--- src/rtl/core/ast_pkg.sv ---
// Package of shared types, codes and character helpers for the assembly source tokenizer.
`timescale 1ns / 1ps

package ast_pkg;

	localparam int AST_MAX_TEXT_CHARS = 8;
	localparam int AST_NUMBER_BITS    = 32;
	localparam int AST_LINE_BITS      = 16;

	typedef enum logic [3:0] {
		TK_NEWLINE   = 4'd0,
		TK_COMMA     = 4'd1,
		TK_LBRACK    = 4'd2,
		TK_RBRACK    = 4'd3,
		TK_PLUS      = 4'd4,
		TK_COLON     = 4'd5,
		TK_MINUS     = 4'd6,
		TK_NUM       = 4'd7,
		TK_DIRECTIVE = 4'd8,
		TK_REG       = 4'd9,
		TK_IDENT     = 4'd10,
		TK_EOF       = 4'd11,
		TK_ERROR     = 4'd12
	} token_kind_t;

	typedef enum logic [3:0] {
		M_IDLE,
		M_COMMENT,
		M_ZERO,
		M_ZERO_X,
		M_HEX,
		M_OCT,
		M_DEC,
		M_DIRECTIVE,
		M_IDENT,
		M_ERROR
	} scan_mode_t;

	localparam logic [7:0] CH_NUL   = 8'h00;
	localparam logic [7:0] CH_TAB   = 8'h09;
	localparam logic [7:0] CH_LF    = 8'h0A;
	localparam logic [7:0] CH_VT    = 8'h0B;
	localparam logic [7:0] CH_FF    = 8'h0C;
	localparam logic [7:0] CH_CR    = 8'h0D;
	localparam logic [7:0] CH_SP    = 8'h20;
	localparam logic [7:0] CH_PLUS  = 8'h2B;
	localparam logic [7:0] CH_COMMA = 8'h2C;
	localparam logic [7:0] CH_MINUS = 8'h2D;
	localparam logic [7:0] CH_DOT   = 8'h2E;
	localparam logic [7:0] CH_0     = 8'h30;
	localparam logic [7:0] CH_7     = 8'h37;
	localparam logic [7:0] CH_9     = 8'h39;
	localparam logic [7:0] CH_COLON = 8'h3A;
	localparam logic [7:0] CH_SEMI  = 8'h3B;
	localparam logic [7:0] CH_UA    = 8'h41;
	localparam logic [7:0] CH_UF    = 8'h46;
	localparam logic [7:0] CH_UR    = 8'h52;
	localparam logic [7:0] CH_UX    = 8'h58;
	localparam logic [7:0] CH_UZ    = 8'h5A;
	localparam logic [7:0] CH_LBRK  = 8'h5B;
	localparam logic [7:0] CH_RBRK  = 8'h5D;
	localparam logic [7:0] CH_USCR  = 8'h5F;
	localparam logic [7:0] CH_LA    = 8'h61;
	localparam logic [7:0] CH_LF_HEX = 8'h66;
	localparam logic [7:0] CH_LR    = 8'h72;
	localparam logic [7:0] CH_LX    = 8'h78;
	localparam logic [7:0] CH_LZ    = 8'h7A;

	function automatic logic is_digit(input logic [7:0] c);
		return (c >= CH_0) && (c <= CH_9);
	endfunction

	function automatic logic is_alpha(input logic [7:0] c);
		return ((c >= CH_LA) && (c <= CH_LZ)) || ((c >= CH_UA) && (c <= CH_UZ));
	endfunction

	// Returns {hex digit flag, digit value}.
	function automatic logic [4:0] char_digit(input logic [7:0] c);
		logic [7:0] v;
		logic       ok;
		v  = 8'd0;
		ok = 1'b0;
		if (is_digit(c)) begin
			v  = c - CH_0;
			ok = 1'b1;
		end else if ((c >= CH_LA) && (c <= CH_LF_HEX)) begin
			v  = c - CH_LA + 8'd10;
			ok = 1'b1;
		end else if ((c >= CH_UA) && (c <= CH_UF)) begin
			v  = c - CH_UA + 8'd10;
			ok = 1'b1;
		end
		return {ok, v[3:0]};
	endfunction

endpackage

--- src/rtl/core/ast_byte_if.sv ---
// Channel interface that carries one source byte per item.
`timescale 1ns / 1ps

interface ast_byte_if;
	logic       valid;
	logic       ready;
	logic [7:0] ch;

	modport source (output valid, output ch, input ready);
	modport sink (input valid, input ch, output ready);
endinterface

--- src/rtl/core/ast_token_if.sv ---
// Channel interface that carries one token per item.
`timescale 1ns / 1ps

interface ast_token_if import ast_pkg::*; #(
	parameter int MAX_TEXT_CHARS = AST_MAX_TEXT_CHARS,
	parameter int NUMBER_BITS    = AST_NUMBER_BITS,
	parameter int LINE_BITS      = AST_LINE_BITS
);
	logic                        valid;
	logic                        ready;
	token_kind_t                 token_kind;
	logic [NUMBER_BITS-2:0]      number_value;
	logic [2:0]                  register_number;
	logic [8*MAX_TEXT_CHARS-1:0] text_chars;
	logic [3:0]                  text_length;
	logic [LINE_BITS-1:0]        line_number;
	logic                        last_of_run;

	modport source (output valid, output token_kind, output number_value,
		output register_number, output text_chars, output text_length,
		output line_number, output last_of_run, input ready);
	modport sink (input valid, input token_kind, input number_value,
		input register_number, input text_chars, input text_length,
		input line_number, input last_of_run, output ready);
endinterface

--- src/rtl/core/ast_scan.sv ---
// Scanner state machine: holds the lexer state and forms the tokens that one byte completes.
`timescale 1ns / 1ps

module ast_scan import ast_pkg::*; #(
	parameter int MAX_TEXT_CHARS = AST_MAX_TEXT_CHARS,
	parameter int NUMBER_BITS    = AST_NUMBER_BITS,
	parameter int LINE_BITS      = AST_LINE_BITS
) (
	input  logic                        clk,
	input  logic                        arst_n,
	input  logic                        take,
	input  logic [7:0]                  ch,
	output token_kind_t                 tok_kind [3],
	output logic [NUMBER_BITS-2:0]      tok_num [3],
	output logic [2:0]                  tok_reg [3],
	output logic [8*MAX_TEXT_CHARS-1:0] tok_text [3],
	output logic [3:0]                  tok_len [3],
	output logic [1:0]                  n_tok,
	output logic [LINE_BITS-1:0]        line
);

	localparam int TEXT_W = 8 * MAX_TEXT_CHARS;
	localparam int NB     = NUMBER_BITS;
	localparam logic [NB-1:0] NUM_MAX = {1'b0, {(NB-1){1'b1}}};

	scan_mode_t           mode_q, m_d;
	logic [NB-1:0]        acc_q, acc_d;
	logic [TEXT_W-1:0]    text_q, text_d;
	logic [3:0]           tcnt_q, tcnt_d;
	logic [LINE_BITS-1:0] line_q, line_d;

	logic [4:0]        dig;
	logic [4:0]        dig_base;
	logic              dig_ok;
	logic              alnum;
	logic              room;
	logic [TEXT_W-1:0] text_app;
	logic [NB+3:0]     acc_mul;
	logic [NB+4:0]     acc_sum;
	logic [NB-1:0]     acc_next;

	token_kind_t       word_kind;
	logic [2:0]        word_reg;

	logic [1:0]        a_n;
	token_kind_t       a0_kind;
	logic [NB-2:0]     a0_num;
	logic [2:0]        a0_reg;
	logic [TEXT_W-1:0] a0_text;
	logic [3:0]        a0_len;
	logic              b_v;
	token_kind_t       b_kind;
	logic              to_idle;

	always_ff @(posedge clk or negedge arst_n) begin
		if (!arst_n) begin
			mode_q <= M_IDLE;
			acc_q  <= '0;
			text_q <= '0;
			tcnt_q <= '0;
			line_q <= LINE_BITS'(1);
		end else if (take) begin
			mode_q <= m_d;
			acc_q  <= acc_d;
			text_q <= text_d;
			tcnt_q <= tcnt_d;
			line_q <= line_d;
		end
	end

	always_comb begin
		dig   = char_digit(ch);
		alnum = is_alpha(ch) || is_digit(ch);
		room  = tcnt_q < 4'(MAX_TEXT_CHARS);
		case (mode_q)
			M_HEX:          dig_base = 5'd16;
			M_OCT, M_ZERO:  dig_base = 5'd8;
			default:        dig_base = 5'd10;
		endcase
		dig_ok = dig[4] && ({1'b0, dig[3:0]} < dig_base);

		text_app = text_q;
		for (int i = 0; i < MAX_TEXT_CHARS; i++) begin
			if (tcnt_q == 4'(i)) begin
				text_app[8*i +: 8] = ch;
			end
		end

		case (mode_q)
			M_HEX:   acc_mul = {acc_q, 4'b0000};
			M_OCT:   acc_mul = {1'b0, acc_q, 3'b000};
			default: acc_mul = {1'b0, acc_q, 3'b000} + {3'b000, acc_q, 1'b0};
		endcase
		acc_sum = {1'b0, acc_mul} + (NB+5)'(dig[3:0]);
		if (acc_sum > (NB+5)'(NUM_MAX)) begin
			acc_next = NUM_MAX;
		end else begin
			acc_next = acc_sum[NB-1:0];
		end

		if ((tcnt_q == 4'd2) && ((text_q[7:0] == CH_UR) || (text_q[7:0] == CH_LR))
				&& (text_q[15:8] >= CH_0) && (text_q[15:8] <= CH_7)) begin
			word_kind = TK_REG;
			word_reg  = text_q[10:8];
		end else begin
			word_kind = TK_IDENT;
			word_reg  = 3'd0;
		end
	end

	always_comb begin
		m_d     = mode_q;
		acc_d   = acc_q;
		text_d  = text_q;
		tcnt_d  = tcnt_q;
		line_d  = line_q;
		a_n     = 2'd0;
		a0_kind = TK_NUM;
		a0_num  = '0;
		a0_reg  = 3'd0;
		a0_text = '0;
		a0_len  = 4'd0;
		b_v     = 1'b0;
		b_kind  = TK_EOF;
		to_idle = 1'b1;

		case (mode_q)
			M_COMMENT: begin
				to_idle = (ch == CH_NUL) || (ch == CH_LF);
			end
			M_ERROR: begin
				to_idle = 1'b0;
				if (ch == CH_NUL) begin
					m_d    = M_IDLE;
					acc_d  = '0;
					text_d = '0;
					tcnt_d = 4'd0;
					line_d = LINE_BITS'(1);
				end
			end
			M_ZERO: begin
				if ((ch == CH_LX) || (ch == CH_UX)) begin
					m_d     = M_ZERO_X;
					text_d  = TEXT_W'(ch);
					tcnt_d  = 4'd1;
					to_idle = 1'b0;
				end else if (dig_ok) begin
					m_d     = M_OCT;
					acc_d   = NB'(dig[3:0]);
					to_idle = 1'b0;
				end else begin
					a_n = 2'd1;
				end
			end
			M_ZERO_X: begin
				if (dig[4]) begin
					m_d     = M_HEX;
					acc_d   = NB'(dig[3:0]);
					text_d  = '0;
					tcnt_d  = 4'd0;
					to_idle = 1'b0;
				end else begin
					// The zero goes out as a number; the x opens an identifier.
					a_n = 2'd1;
					m_d = M_IDENT;
					if ((alnum || (ch == CH_USCR)) && room) begin
						text_d  = text_app;
						tcnt_d  = tcnt_q + 4'd1;
						to_idle = 1'b0;
					end else begin
						a_n = 2'd2;
					end
				end
			end
			M_HEX, M_OCT, M_DEC: begin
				if (dig_ok) begin
					acc_d   = acc_next;
					to_idle = 1'b0;
				end else begin
					a_n    = 2'd1;
					a0_num = acc_q[NB-2:0];
				end
			end
			M_DIRECTIVE: begin
				if (alnum && room) begin
					text_d  = text_app;
					tcnt_d  = tcnt_q + 4'd1;
					to_idle = 1'b0;
				end else begin
					a_n     = 2'd1;
					a0_kind = TK_DIRECTIVE;
					a0_text = text_q;
					a0_len  = tcnt_q;
				end
			end
			M_IDENT: begin
				if ((alnum || (ch == CH_USCR)) && room) begin
					text_d  = text_app;
					tcnt_d  = tcnt_q + 4'd1;
					to_idle = 1'b0;
				end else begin
					a_n     = 2'd1;
					a0_kind = word_kind;
					a0_reg  = word_reg;
					a0_text = text_q;
					a0_len  = tcnt_q;
				end
			end
			default: begin
			end
		endcase

		if (to_idle) begin
			m_d = M_IDLE;
			case (ch)
				CH_NUL: begin
					b_v    = 1'b1;
					b_kind = TK_EOF;
					acc_d  = '0;
					text_d = '0;
					tcnt_d = 4'd0;
					line_d = LINE_BITS'(1);
				end
				CH_LF: begin
					b_v    = 1'b1;
					b_kind = TK_NEWLINE;
					if (line_q != {LINE_BITS{1'b1}}) begin
						line_d = line_q + LINE_BITS'(1);
					end
				end
				CH_SEMI: m_d = M_COMMENT;
				CH_SP, CH_TAB, CH_VT, CH_FF, CH_CR: begin
				end
				CH_COMMA: begin
					b_v    = 1'b1;
					b_kind = TK_COMMA;
				end
				CH_LBRK: begin
					b_v    = 1'b1;
					b_kind = TK_LBRACK;
				end
				CH_RBRK: begin
					b_v    = 1'b1;
					b_kind = TK_RBRACK;
				end
				CH_PLUS: begin
					b_v    = 1'b1;
					b_kind = TK_PLUS;
				end
				CH_COLON: begin
					b_v    = 1'b1;
					b_kind = TK_COLON;
				end
				CH_MINUS: begin
					b_v    = 1'b1;
					b_kind = TK_MINUS;
				end
				CH_DOT: begin
					m_d    = M_DIRECTIVE;
					text_d = '0;
					tcnt_d = 4'd0;
				end
				default: begin
					if (ch == CH_0) begin
						m_d   = M_ZERO;
						acc_d = '0;
					end else if (is_digit(ch)) begin
						m_d   = M_DEC;
						acc_d = NB'(dig[3:0]);
					end else if (is_alpha(ch) || (ch == CH_USCR)) begin
						m_d    = M_IDENT;
						text_d = TEXT_W'(ch);
						tcnt_d = 4'd1;
					end else begin
						b_v    = 1'b1;
						b_kind = TK_ERROR;
						m_d    = M_ERROR;
					end
				end
			endcase
		end
	end

	// Tokens leave in the order: pending token, identifier after a bare zero-x, byte's own token.
	always_comb begin
		for (int i = 0; i < 3; i++) begin
			tok_kind[i] = b_kind;
			tok_num[i]  = '0;
			tok_reg[i]  = 3'd0;
			tok_text[i] = '0;
			tok_len[i]  = 4'd0;
		end
		if (a_n != 2'd0) begin
			tok_kind[0] = a0_kind;
			tok_num[0]  = a0_num;
			tok_reg[0]  = a0_reg;
			tok_text[0] = a0_text;
			tok_len[0]  = a0_len;
		end
		if (a_n == 2'd2) begin
			tok_kind[1] = word_kind;
			tok_reg[1]  = word_reg;
			tok_text[1] = text_q;
			tok_len[1]  = tcnt_q;
		end
		n_tok = a_n + {1'b0, b_v};
		line  = line_q;
	end

endmodule

--- src/rtl/core/assembly_source_tokenizer_top.sv ---
// Top level of the assembly source tokenizer: scanner, token group register and output register.
`timescale 1ns / 1ps

// Takes one source byte per cycle and returns its tokens one per cycle on the token channel,
// while the token channel is ready and each byte completes at most one token. A byte that
// completes n tokens (at most three) holds the byte channel until the group register that
// holds them has fed all n to the single output register, one token a cycle. The first
// token of a byte passes the group register, then the output register. A zero byte ends the
// source, emits eof unless the scanner was in error, and resets the scanner for the next source.

module assembly_source_tokenizer_top import ast_pkg::*; #(
	parameter int MAX_TEXT_CHARS = AST_MAX_TEXT_CHARS,
	parameter int NUMBER_BITS    = AST_NUMBER_BITS,
	parameter int LINE_BITS      = AST_LINE_BITS
) (
	input  logic          clk,
	input  logic          arst_n,
	ast_byte_if.sink      byte_in,
	ast_token_if.source   token_out
);

	localparam int TEXT_W = 8 * MAX_TEXT_CHARS;

	token_kind_t          sc_kind [3];
	logic [NUMBER_BITS-2:0] sc_num [3];
	logic [2:0]           sc_reg [3];
	logic [TEXT_W-1:0]    sc_text [3];
	logic [3:0]           sc_len [3];
	logic [1:0]           sc_n;
	logic [LINE_BITS-1:0] sc_line;

	token_kind_t          grp_kind_s1 [3];
	logic [NUMBER_BITS-2:0] grp_num_s1 [3];
	logic [2:0]           grp_reg_s1 [3];
	logic [TEXT_W-1:0]    grp_text_s1 [3];
	logic [3:0]           grp_len_s1 [3];
	logic [LINE_BITS-1:0] grp_line_s1;
	logic [1:0]           grp_rem_s1;

	logic                 o_valid_q;
	token_kind_t          o_kind_q;
	logic [NUMBER_BITS-2:0] o_num_q;
	logic [2:0]           o_reg_q;
	logic [TEXT_W-1:0]    o_text_q;
	logic [3:0]           o_len_q;
	logic [LINE_BITS-1:0] o_line_q;
	logic                 o_last_q;

	logic mov;
	logic grp_free;
	logic take;

	assign mov      = (grp_rem_s1 != 2'd0) && (!o_valid_q || token_out.ready);
	assign grp_free = (grp_rem_s1 == 2'd0) || ((grp_rem_s1 == 2'd1) && mov);
	assign take     = byte_in.valid && grp_free;
	assign byte_in.ready = grp_free;

	ast_scan #(
		.MAX_TEXT_CHARS (MAX_TEXT_CHARS),
		.NUMBER_BITS    (NUMBER_BITS),
		.LINE_BITS      (LINE_BITS)
	) u_scan (
		.clk      (clk),
		.arst_n   (arst_n),
		.take     (take),
		.ch       (byte_in.ch),
		.tok_kind (sc_kind),
		.tok_num  (sc_num),
		.tok_reg  (sc_reg),
		.tok_text (sc_text),
		.tok_len  (sc_len),
		.n_tok    (sc_n),
		.line     (sc_line)
	);

	always_ff @(posedge clk or negedge arst_n) begin
		if (!arst_n) begin
			grp_rem_s1 <= 2'd0;
		end else if (take) begin
			grp_rem_s1 <= sc_n;
		end else if (mov) begin
			grp_rem_s1 <= grp_rem_s1 - 2'd1;
		end
	end

	always_ff @(posedge clk) begin
		if (take) begin
			grp_kind_s1 <= sc_kind;
			grp_num_s1  <= sc_num;
			grp_reg_s1  <= sc_reg;
			grp_text_s1 <= sc_text;
			grp_len_s1  <= sc_len;
			grp_line_s1 <= sc_line;
		end else if (mov) begin
			for (int i = 0; i < 2; i++) begin
				grp_kind_s1[i] <= grp_kind_s1[i+1];
				grp_num_s1[i]  <= grp_num_s1[i+1];
				grp_reg_s1[i]  <= grp_reg_s1[i+1];
				grp_text_s1[i] <= grp_text_s1[i+1];
				grp_len_s1[i]  <= grp_len_s1[i+1];
			end
		end
	end

	always_ff @(posedge clk or negedge arst_n) begin
		if (!arst_n) begin
			o_valid_q <= 1'b0;
		end else if (mov) begin
			o_valid_q <= 1'b1;
		end else if (token_out.ready) begin
			o_valid_q <= 1'b0;
		end
	end

	always_ff @(posedge clk) begin
		if (mov) begin
			o_kind_q <= grp_kind_s1[0];
			o_num_q  <= grp_num_s1[0];
			o_reg_q  <= grp_reg_s1[0];
			o_text_q <= grp_text_s1[0];
			o_len_q  <= grp_len_s1[0];
			o_line_q <= grp_line_s1;
			o_last_q <= (grp_rem_s1 == 2'd1);
		end
	end

	assign token_out.valid           = o_valid_q;
	assign token_out.token_kind      = o_kind_q;
	assign token_out.number_value    = o_num_q;
	assign token_out.register_number = o_reg_q;
	assign token_out.text_chars      = o_text_q;
	assign token_out.text_length     = o_len_q;
	assign token_out.line_number     = o_line_q;
	assign token_out.last_of_run     = o_last_q;

`ifndef SYNTH
	a_num_only_on_num: assert property (@(posedge clk) disable iff (!arst_n)
		o_valid_q && (o_kind_q != TK_NUM) |-> (o_num_q == '0))
		else $error("number value set on a token that is not a number");

	a_reg_only_on_reg: assert property (@(posedge clk) disable iff (!arst_n)
		o_valid_q && (o_kind_q != TK_REG) |-> (o_reg_q == 3'd0))
		else $error("register number set on a token that is not a register");

	a_text_len_bound: assert property (@(posedge clk) disable iff (!arst_n)
		o_valid_q |-> (o_len_q <= 4'(MAX_TEXT_CHARS)))
		else $error("text length beyond the text buffer");

	a_group_loaded: assert property (@(posedge clk) disable iff (!arst_n)
		take && (sc_n != 2'd0) |=> (grp_rem_s1 != 2'd0))
		else $error("tokens of an accepted byte were lost");
`endif

endmodule
--- src/flat_wrapper.sv ---
// flat-port wrapper written by rule: the top's interface ports become plain ports
module assembly_source_tokenizer_top_flat import ast_pkg::*;
#(
	parameter int MAX_TEXT_CHARS = AST_MAX_TEXT_CHARS,
	parameter int NUMBER_BITS    = AST_NUMBER_BITS,
	parameter int LINE_BITS      = AST_LINE_BITS
)
  (clk, arst_n, byte_in_valid, byte_in_ch, byte_in_ready, token_out_valid, token_out_token_kind, token_out_number_value, token_out_register_number, token_out_text_chars, token_out_text_length, token_out_line_number, token_out_last_of_run, token_out_ready);
  ast_byte_if byte_in_i ();
  ast_token_if #(.MAX_TEXT_CHARS(MAX_TEXT_CHARS), .NUMBER_BITS(NUMBER_BITS), .LINE_BITS(LINE_BITS)) token_out_i ();
  input  logic clk;
  input  logic arst_n;
  input wire logic [$bits(byte_in_i.valid)-1:0] byte_in_valid;
  input wire logic [$bits(byte_in_i.ch)-1:0] byte_in_ch;
  output wire logic [$bits(byte_in_i.ready)-1:0] byte_in_ready;
  output wire logic [$bits(token_out_i.valid)-1:0] token_out_valid;
  output wire logic [$bits(token_out_i.token_kind)-1:0] token_out_token_kind;
  output wire logic [$bits(token_out_i.number_value)-1:0] token_out_number_value;
  output wire logic [$bits(token_out_i.register_number)-1:0] token_out_register_number;
  output wire logic [$bits(token_out_i.text_chars)-1:0] token_out_text_chars;
  output wire logic [$bits(token_out_i.text_length)-1:0] token_out_text_length;
  output wire logic [$bits(token_out_i.line_number)-1:0] token_out_line_number;
  output wire logic [$bits(token_out_i.last_of_run)-1:0] token_out_last_of_run;
  input wire logic [$bits(token_out_i.ready)-1:0] token_out_ready;
  assign byte_in_i.valid = byte_in_valid;
  assign byte_in_i.ch = byte_in_ch;
  assign byte_in_ready = byte_in_i.ready;
  assign token_out_valid = token_out_i.valid;
  assign token_out_token_kind = token_out_i.token_kind;
  assign token_out_number_value = token_out_i.number_value;
  assign token_out_register_number = token_out_i.register_number;
  assign token_out_text_chars = token_out_i.text_chars;
  assign token_out_text_length = token_out_i.text_length;
  assign token_out_line_number = token_out_i.line_number;
  assign token_out_last_of_run = token_out_i.last_of_run;
  assign token_out_i.ready = token_out_ready;
  assembly_source_tokenizer_top #(.MAX_TEXT_CHARS(MAX_TEXT_CHARS), .NUMBER_BITS(NUMBER_BITS), .LINE_BITS(LINE_BITS)) u_core (.clk(clk), .arst_n(arst_n), .byte_in(byte_in_i), .token_out(token_out_i));
endmodule
--- config.mk ---
export PLATFORM = sky130hd
export DESIGN_NAME = assembly_source_tokenizer_top_flat
export DESIGN_NICKNAME = d
export VERILOG_FILES = /design/src/rtl/core/ast_pkg.sv /design/src/rtl/core/ast_byte_if.sv /design/src/rtl/core/ast_token_if.sv /design/src/rtl/core/ast_scan.sv /design/src/rtl/core/assembly_source_tokenizer_top.sv /design/src/flat_wrapper.sv
export SDC_FILE = /design/constraint.sdc
export NUM_CORES = 1
export LEC_CHECK = 0
export ABC_AREA = 1
export BUFFER_PORTS_ARGS = -buffer_cell sky130_fd_sc_hd__buf_2
export CELL_PAD_IN_SITES_DETAIL_PLACEMENT = 1
export CELL_PAD_IN_SITES_GLOBAL_PLACEMENT = 2
export CORE_MARGIN = 8
export CORE_UTILIZATION = 36
export CTS_CLUSTER_DIAMETER = 120
export DETAILED_ROUTE_END_ITERATION = 8
export GPL_ROUTABILITY_DRIVEN = 0
export HOLD_SLACK_MARGIN = 0.06
export PLACE_DENSITY = 0.81
export SYNTH_ARGS = -nofsm -noshare
export SYNTH_HDL_FRONTEND = slang
export SYNTH_SLANG_ARGS = --single-unit
--- constraint.sdc ---
create_clock -name clk -period 7.8 [get_ports clk]
set_input_delay 0.39 -clock clk [delete_from_list [all_inputs] [get_ports clk]]
set_output_delay 0.39 -clock clk [all_outputs]
set_load 0.01 [all_outputs]
* Word-level counts from Yosys, hierarchy flattened
Cells that the tools add are included.
** Cells by class
- Multiplexer cells :: 125
- Order comparisons :: 13
- Bitwise gates (word level) :: 0
- Equal/unequal tests :: 41
- Shift-type cells :: 0
- $mul :: 0
- Add/subtract/negate cells :: 11
- Div/mod/pow operators :: 0
- Reduce and logical (&&, ||, !) cells :: 42
** Operators with widths (count)
- 64-bit two-way mux :: 13
- 64-bit one-hot mux with 5 select lines :: 1
- 32-bit two-way mux :: 9
- 128-bit two-way mux :: 2
- 64-bit one-hot mux with 2 select lines :: 2
- 32-bit one-hot mux with 4 select lines :: 1
- 62-bit two-way mux :: 2
- 4-bit two-way mux :: 28
- 8-bit two-way mux :: 12
- 31-bit two-way mux :: 3
- 36-bit one-hot mux with 2 select lines :: 1
- 8-bit by 6-bit equality test with 1-bit output (second input constant) :: 8
- 16-bit two-way mux :: 4
- 32-bit one-hot mux with 2 select lines :: 1
- 8-bit by 7-bit equality test with 1-bit output (second input constant) :: 7
- 8-bit by 4-bit equality test with 1-bit output (second input constant) :: 5
- 36-bit by 4-bit adder with 37-bit output :: 1
- 37-bit by 31-bit greater-than comparator with 1-bit output (second input constant) :: 1
- 35-bit by 33-bit adder with 36-bit output :: 1
- 4-bit by 3-bit equality test with 1-bit output (second input constant) :: 8
- 8-bit by 7-bit less-or-equal comparator with 1-bit output (second input constant) :: 4
- 16-bit one-hot mux with 2 select lines :: 1
- 4-bit one-hot mux with 8 select lines :: 1
- 13-bit OR reduction :: 2
- other kinds (44) :: 114
** Word-level totals
- Input port bits :: 12
- Bits in latches :: 0
- Flip-flop bits (word level) :: 447
- Output and inout port bits :: 125
- Bits in read-only memories :: 0
- Bits in writable memories :: 0
- Memories kept :: 0

* Depth between registers and ports, before layout
- Depth in word-level cells :: 14
- Gate-level depth with buffers :: 38

* By module
From an unflattened synthesis, not the netlist that was laid out.
** Second synthesis, totals
- Cells, all modules :: 3686
- Area, all modules :: 31674.1 µm²
** By module, submodules not included
- assembly_source_tokenizer_top :: sequential area each 13798.2 µm², instances 1, cells each 1170, area an instance 16663.5 µm²
- ast_scan :: sequential area each 3004.1 µm², instances 1, cells each 2516, area an instance 15010.6 µm²

* Least setup slack after synthesis
No wires, ideal clock.
- Path kind :: register -> register
- Start :: register u_core.grp_rem_s1[0]
- End :: register u_core.grp_kind_s1[10] in the netlist's numbering, enable pin
- Arrival :: 4484 ps
- Setup slack :: 1843 ps
- Cell stages (with the launch flop) :: 9
- Library setup time :: 1473 ps
- Clock period less this slack :: 5957 ps
- Path buffers :: 2
- Cell sequence :: dfrtp_1 inv_1 ha_1 inv_1 nand2_1 nand2_1 clkbuf_1 clkbuf_1 nand2_1
** Between the ends
- Word-level cells in the longest chain between the ends :: 6
- Elaborated cells between the ends (all ways) :: 8
** Ends and longest elaborated chain
- start, declared :: line assembly_source_tokenizer_top.sv:38 : logic [1:0] grp_rem_s1;
- start signal, assigned :: line assembly_source_tokenizer_top.sv:80 : grp_rem_s1 <= sc_n;
- start signal, assigned :: line assembly_source_tokenizer_top.sv:82 : grp_rem_s1 <= grp_rem_s1 - 2'd1;
- 2-bit nonzero test :: line assembly_source_tokenizer_top.sv:53 : assign mov = (grp_rem_s1 != 2'd0) && (!o_valid_q || token_out.ready);
- 1-bit logical AND :: line assembly_source_tokenizer_top.sv:53
- 1-bit logical AND :: line assembly_source_tokenizer_top.sv:54 : assign grp_free = (grp_rem_s1 == 2'd0) || ((grp_rem_s1 == 2'd1) && mov);
- 1-bit logical OR * :: line assembly_source_tokenizer_top.sv:54
- named net byte_in_ready :: line flat_wrapper.sv:15 : output wire logic [$bits(byte_in_i.ready)-1:0] byte_in_ready;
- 1-bit logical AND * :: line assembly_source_tokenizer_top.sv:55 : assign take = byte_in.valid && grp_free;
- 2-bit nonzero test (no source line) *
- end signal, assigned :: line assembly_source_tokenizer_top.sv:88 : grp_kind_s1 <= sc_kind;
- end signal, assigned by index :: line assembly_source_tokenizer_top.sv:96 : grp_kind_s1[i] <= grp_kind_s1[i+1];
- end, declared :: line assembly_source_tokenizer_top.sv:32 : token_kind_t grp_kind_s1 [3];
Mark *: on every way through the listed nets, which the timed path passes. The rest lies on a longest branch.
A chain may end at the register's enable or synchronous reset.

* Final worst setup path
- Start :: input port byte_in_ch[0]
- End :: register u_core.u_scan.acc_q[24]
** Between the ends
- Word-level cells in the longest chain between the ends :: 14
- Elaborated cells between the ends (all ways) :: 72
** Ends and longest elaborated chain
- start, declared :: line flat_wrapper.sv:14 : input wire logic [$bits(byte_in_i.ch)-1:0] byte_in_ch;
- 4-bit by 1-bit subtractor with 4-bit output (tied with other cells) :: line ast_pkg.sv:87, ast_pkg.sv:90
- 4-bit adder / 1-bit logical AND (equally long branches) :: line ast_pkg.sv:87, ast_pkg.sv:90, ast_pkg.sv:89
- 4-bit two-way mux :: line ast_pkg.sv:89 : end else if ((c >= CH_UA) && (c <= CH_UF)) begin
- 4-bit two-way mux :: line ast_pkg.sv:86 : end else if ((c >= CH_LA) && (c <= CH_LF_HEX)) begin
- 4-bit two-way mux :: line ast_pkg.sv:83 : if (is_digit(c)) begin
- 36-bit by 4-bit adder with 37-bit output / 4-bit by 5-bit < comparator with 1-bit output (equally long branches) :: line ast_scan.sv:94, ast_scan.sv:80
- 37-bit by 31-bit greater-than comparator with 1-bit output / 1-bit logical AND (equally long branches) :: line ast_scan.sv:95, ast_scan.sv:80
- 32-bit two-way mux (on tied branches) :: line ast_scan.sv:95, ast_scan.sv:147
- 32-bit two-way mux (on tied branches) :: line ast_scan.sv:176, ast_scan.sv:142
- 32-bit one-hot mux with 4 select lines :: line ast_scan.sv:127 : case (mode_q)
- 32-bit two-way mux :: line ast_scan.sv:267 : end else if (is_digit(ch)) begin
- 32-bit two-way mux :: line ast_scan.sv:264 : if (ch == CH_0) begin
- 32-bit one-hot mux with 2 select lines :: line ast_scan.sv:215 : case (ch)
- 32-bit two-way mux * :: line ast_scan.sv:213 : if (to_idle) begin
- end signal, assigned :: line ast_scan.sv:58 : acc_q <= '0;
- end signal, assigned :: line ast_scan.sv:64 : acc_q <= acc_d;
- end, declared :: line ast_scan.sv:27 : logic [NB-1:0] acc_q, acc_d;
Mark *: on every way between the ends. The rest lies on a longest branch, timed or not.

==> flow_summary.json <==
{
  "result_of_the_run": "completed",
  "worstHoldStart": "byte_in_ch[1]",
  "finalHoldViolations": 0,
  "syn_nets": 2880,
  "number_of_distinct_standard_cells_referenced_by_the_synthesized_netlist": 59,
  "path_buf_inv": 7,
  "fin_worst_hold_slack_ps": 290,
  "htreeDepth": 2,
  "routed_wirelength_um": 79100,
  "finalPower_mw": 11.7,
  "hold-path-endpoint": "u_core.u_scan.acc_q[1]$_DFFE_PN0P_",
  "finalSetupViolations": 0,
  "final_critical_path_required_period_ps": 5540,
  "timing_worst_setup_path_type": "input port to flip-flop",
  "rows": 96,
  "ys_ff_latch": 447,
  "via_count_of_the_first_global_routing_pass": 21400,
  "yosysSeqAreaShare_pct": 52.1,
  "cts_tree": "done",
  "detailedRoute.firstIterationViolations": 1459,
  "ant_nets": 0,
  "port_buffers": 136,
  "drt-pass1-iter-count": 5,
  "cp.arrival_ps": 6010,
  "rr_startpoint": "u_core.u_scan.mode_q[0]$_DFFE_PN0P_",
  "path_common_cell": "nand2_1",
  "cts.sinks": 447,
  "totalNegativeSetupSlack_ps": 0,
  "drcViolationCount": 0,
  "critical_path.max_fanout": 27,
  "die_x_um": 277,
  "start_util_pct": 36.1,
  "power.ir.vdd_worst_mv": 0.601,
  "cp_data_required_time_ps": 8280,
  "grt_max_degree": 167,
  "number_of_flops_mapped_to_enable_cells_by_yosys": 324,
  "syn2layout_area_growth_pct": 12.9,
  "cts_resized": 0,
  "layout.cell_area.non_filler_um2": 27700,
  "synth_ff_type": "edfxtp_1",
  "synth.avg_cell_area_um2": 8.72,
  "cp-start-kind": "input port",
  "overall_routing_resource_usage_pct": 20.0,
  "hpwlAfterDp_um": 55300,
  "post_cts_buffers": 0,
  "async_s_r_ff_share_synth_pct": 27.5,
  "route.detailed.vias_per_inst": 5.45,
  "final_layout_size_suffix_gt1_share_pct": 11.5,
  "rsz0062_at_grt": "false",
  "ratio_of_final_minimum_period_to_clock_period_pct": 71.0,
  "worst_setup_path_end_kind": "flip-flop",
  "synth-warning-count": 0,
  "dpl_cell_area_um2": 26000,
  "finish.net_count": 2962,
  "number_of_antenna_violations_at_the_first_check_in_global_routing": 4,
  "final_core_util_pct": 40.7,
  "p_leak_nw": 11.2,
  "grt_remaining_overflow": 0,
  "synthCells": 2818,
  "hold_path_depth": 5,
  "worst_slew_margin_rel_pct": 17.8,
  "clk_transition_reported_paths_ps": 60,
  "syn-cell-area_um2": 24600,
  "cts_made_buffers": 52,
  "max-clock-path-buffers": 3,
  "worstReg2RegEnd": "u_core.u_scan.text_q[26]$_DFFE_PN0P_",
  "maxSlewViolCount": 0,
  "critical_path_s_largest_stage_delay_ps": 410,
  "max_slew.worst_pin.slew_ps": 1230,
  "cp_slowest_cell": "nand3_4",
  "clock.fmax_ghz": 0.181,
  "skew_ps": 18.2,
  "dr_total_vias": 20900,
  "core_area_um2": 68100,
  "die-area_um2": 76900,
  "cts-root-buf": "clkbuf_16",
  "detail_route.wl_per_cell_um": 20.7,
  "dieHeight_um": 277,
  "ios": 137,
  "maxCapViolCount": 0,
  "first_pass_grt_wire_length_um": 125000,
  "cpLargestDelayFamily": "simple AND/OR/NAND/NOR gates",
  "clkLatencyLatePin_ps": 610,
  "hold_path_class": "input port to flip-flop",
  "rrSetupSlack_ps": 2890,
  "reg2reg_depth": 13,
  "pwr_cell_area_nw_per_um2": 423
}
cell usage after synthesis (3+ instances only):
master,number,area (um^2)
a21oi_1,59,295
nand2_2,15,93.8
dfrtp_1,122,3050
xnor2_1,5,43.8
nand4_1,31,194
buf_1,7,26.3
nor3_1,28,140
nor2_2,17,106
nand3_2,4,40.0
o311ai_0,4,35.0
clkinv_1,4,15.0
o221ai_1,7,61.3
a22oi_1,81,608
nor2_4,12,135
inv_1,328,1230
nand3_1,128,641
xor2_1,11,96.3
buf_6,5,56.3
o21bai_1,4,30.0
buf_2,28,140
nor4_1,9,56.3
o21ai_0,236,1180
nand2_1,659,2470
nand2_4,3,33.8
o211ai_1,14,105
o31ai_1,13,97.6
clkbuf_1,82,308
edfxtp_1,324,9730
a21oi_2,22,193
nor2_1,269,1010
a22o_1,56,490
inv_2,16,60.1
o21ai_1,10,50.1
o22ai_1,116,726
ha_1,48,601
a31oi_1,9,56.3
cell type report:
type,instances,area (um^2)
fillers,7979,40400
flip-flops and latches,447,12800
multi-input cells,1899,9940
clock buffers,62,1360
inverters,348,1310
well taps,882,1100
repair buffers,152,833
clock inverters,35,377
diodes,5,12.5
cell families (layout without fill, tap and decap cells):
kind of cell	after synthesis	after routing	share of synthesized area, %
buffers and inverters	472	597	7.53
flip-flops	447	447	52.1
AND/OR/NAND/NOR	1185	1185	20.5
XOR/XNOR	16	16	0.570
AO/OA/AOI/OAI	648	648	16.7
other	0	5	0
adder cells (fa/ha/maj)	50	50	2.61
stage by stage:
stage / std cells / setup slack (ps)
6_report: 3830 / 2260
5_1_grt: 3825 / 1620
4_1_cts: 3825 / 2320
3_5_place_dp: 3726 / 1680
3_3_place_gp: 3726 / 1950
2_1_floorplan: 2818 / 1840
power by group:
| part | leakage [nW] | switching [mW] | internal (mW) |
|---|---|---|---|
| Sequential | 4.90 | 0.499 | 3.94 |
| Combinational | 5.49 | 3.58 | 1.26 |
| Clock | 0.827 | 1.03 | 1.42 |
cell usage in the layout (no fill, tap or decap), drive strengths merged, types with 6 or more instances in the layout:
cell type  instances
a21oi             82
a22o              56
a22oi             82
a31oi              9
buf              150
clkbuf            62
clkinv            24
clkinvlp           6
dfrtp            122
edfxtp           324
ha                48
inv              348
nand2            677
nand3            134
nand4             32
nor2             298
nor3              30
nor4               9
o211ai            14
o21ai            248
o221ai             7
o22ai            116
o31ai             13
xor2              11
metal layers:
metal	track usage [%]	vias to the layer above	routed length, um
li1	-	9892	-
met5	0	-	10
met3	2.87	123	3550
met4	5.29	2	1900
met2	32.4	448	36600
met1	28.0	10400	37000
registers in the layout, summed over array words and instances (netlist names):
name                              flops
u_core.u_scan.mode_q                  4
u_core.u_scan.text_q                 64
u_core.u_scan.acc_q                  32
u_core.grp_line_s1                   16
u_core.token_out.text_length          4
u_core.token_out.valid                1
u_core.token_out.text_chars          64
u_core.grp_num_s1                    31
u_core.grp_len_s1                     8
u_core.grp_rem_s1                     2
u_core.token_out.line_number         16
u_core.grp_text_s1                  128
u_core.token_out.number_value        31
u_core.u_scan.line                   16
u_core.u_scan.tcnt_q                  4
u_core.grp_reg_s1                     6
u_core.token_out.register_number      3
u_core.grp_kind_s1                   12
u_core.token_out.token_kind           4
u_core.token_out.last_of_run          1
worst min-delay path, stage by stage:
cell	delay [ps]
buf_2	160
nand3_1	150
nand2_1	60
nand2_1	50
nand2_1	40
worst max-delay path by stage:
stage	start	endpoint	slack, ps	cells past startpoint
final	byte_in_ch[0]	u_core.u_scan.acc_q[24]$_DFFE_PN0P_	2260	36
after global routing	byte_in_ch[0]	u_core.u_scan.acc_q[1]$_DFFE_PN0P_	1620	38
after CTS	byte_in_ch[0]	u_core.u_scan.acc_q[24]$_DFFE_PN0P_	2320	36
after detailed placement	byte_in_ch[0]	u_core.u_scan.acc_q[24]$_DFFE_PN0P_	1680	36
after global placement	byte_in_ch[0]	u_core.u_scan.acc_q[1]$_DFFE_PN0P_	1950	38
after floorplan	u_core.grp_rem_s1[0]$_DFFE_PN0P_	u_core.grp_kind_s1[10]$_DFFE_PP_	1840	8
timing repair:
action,CTS,global route
endpoints found under the hold margin,62,0
hold buffers,2,0
setup endpoints to repair,0,0
Note: power is estimated with default switching activity, not from simulation.
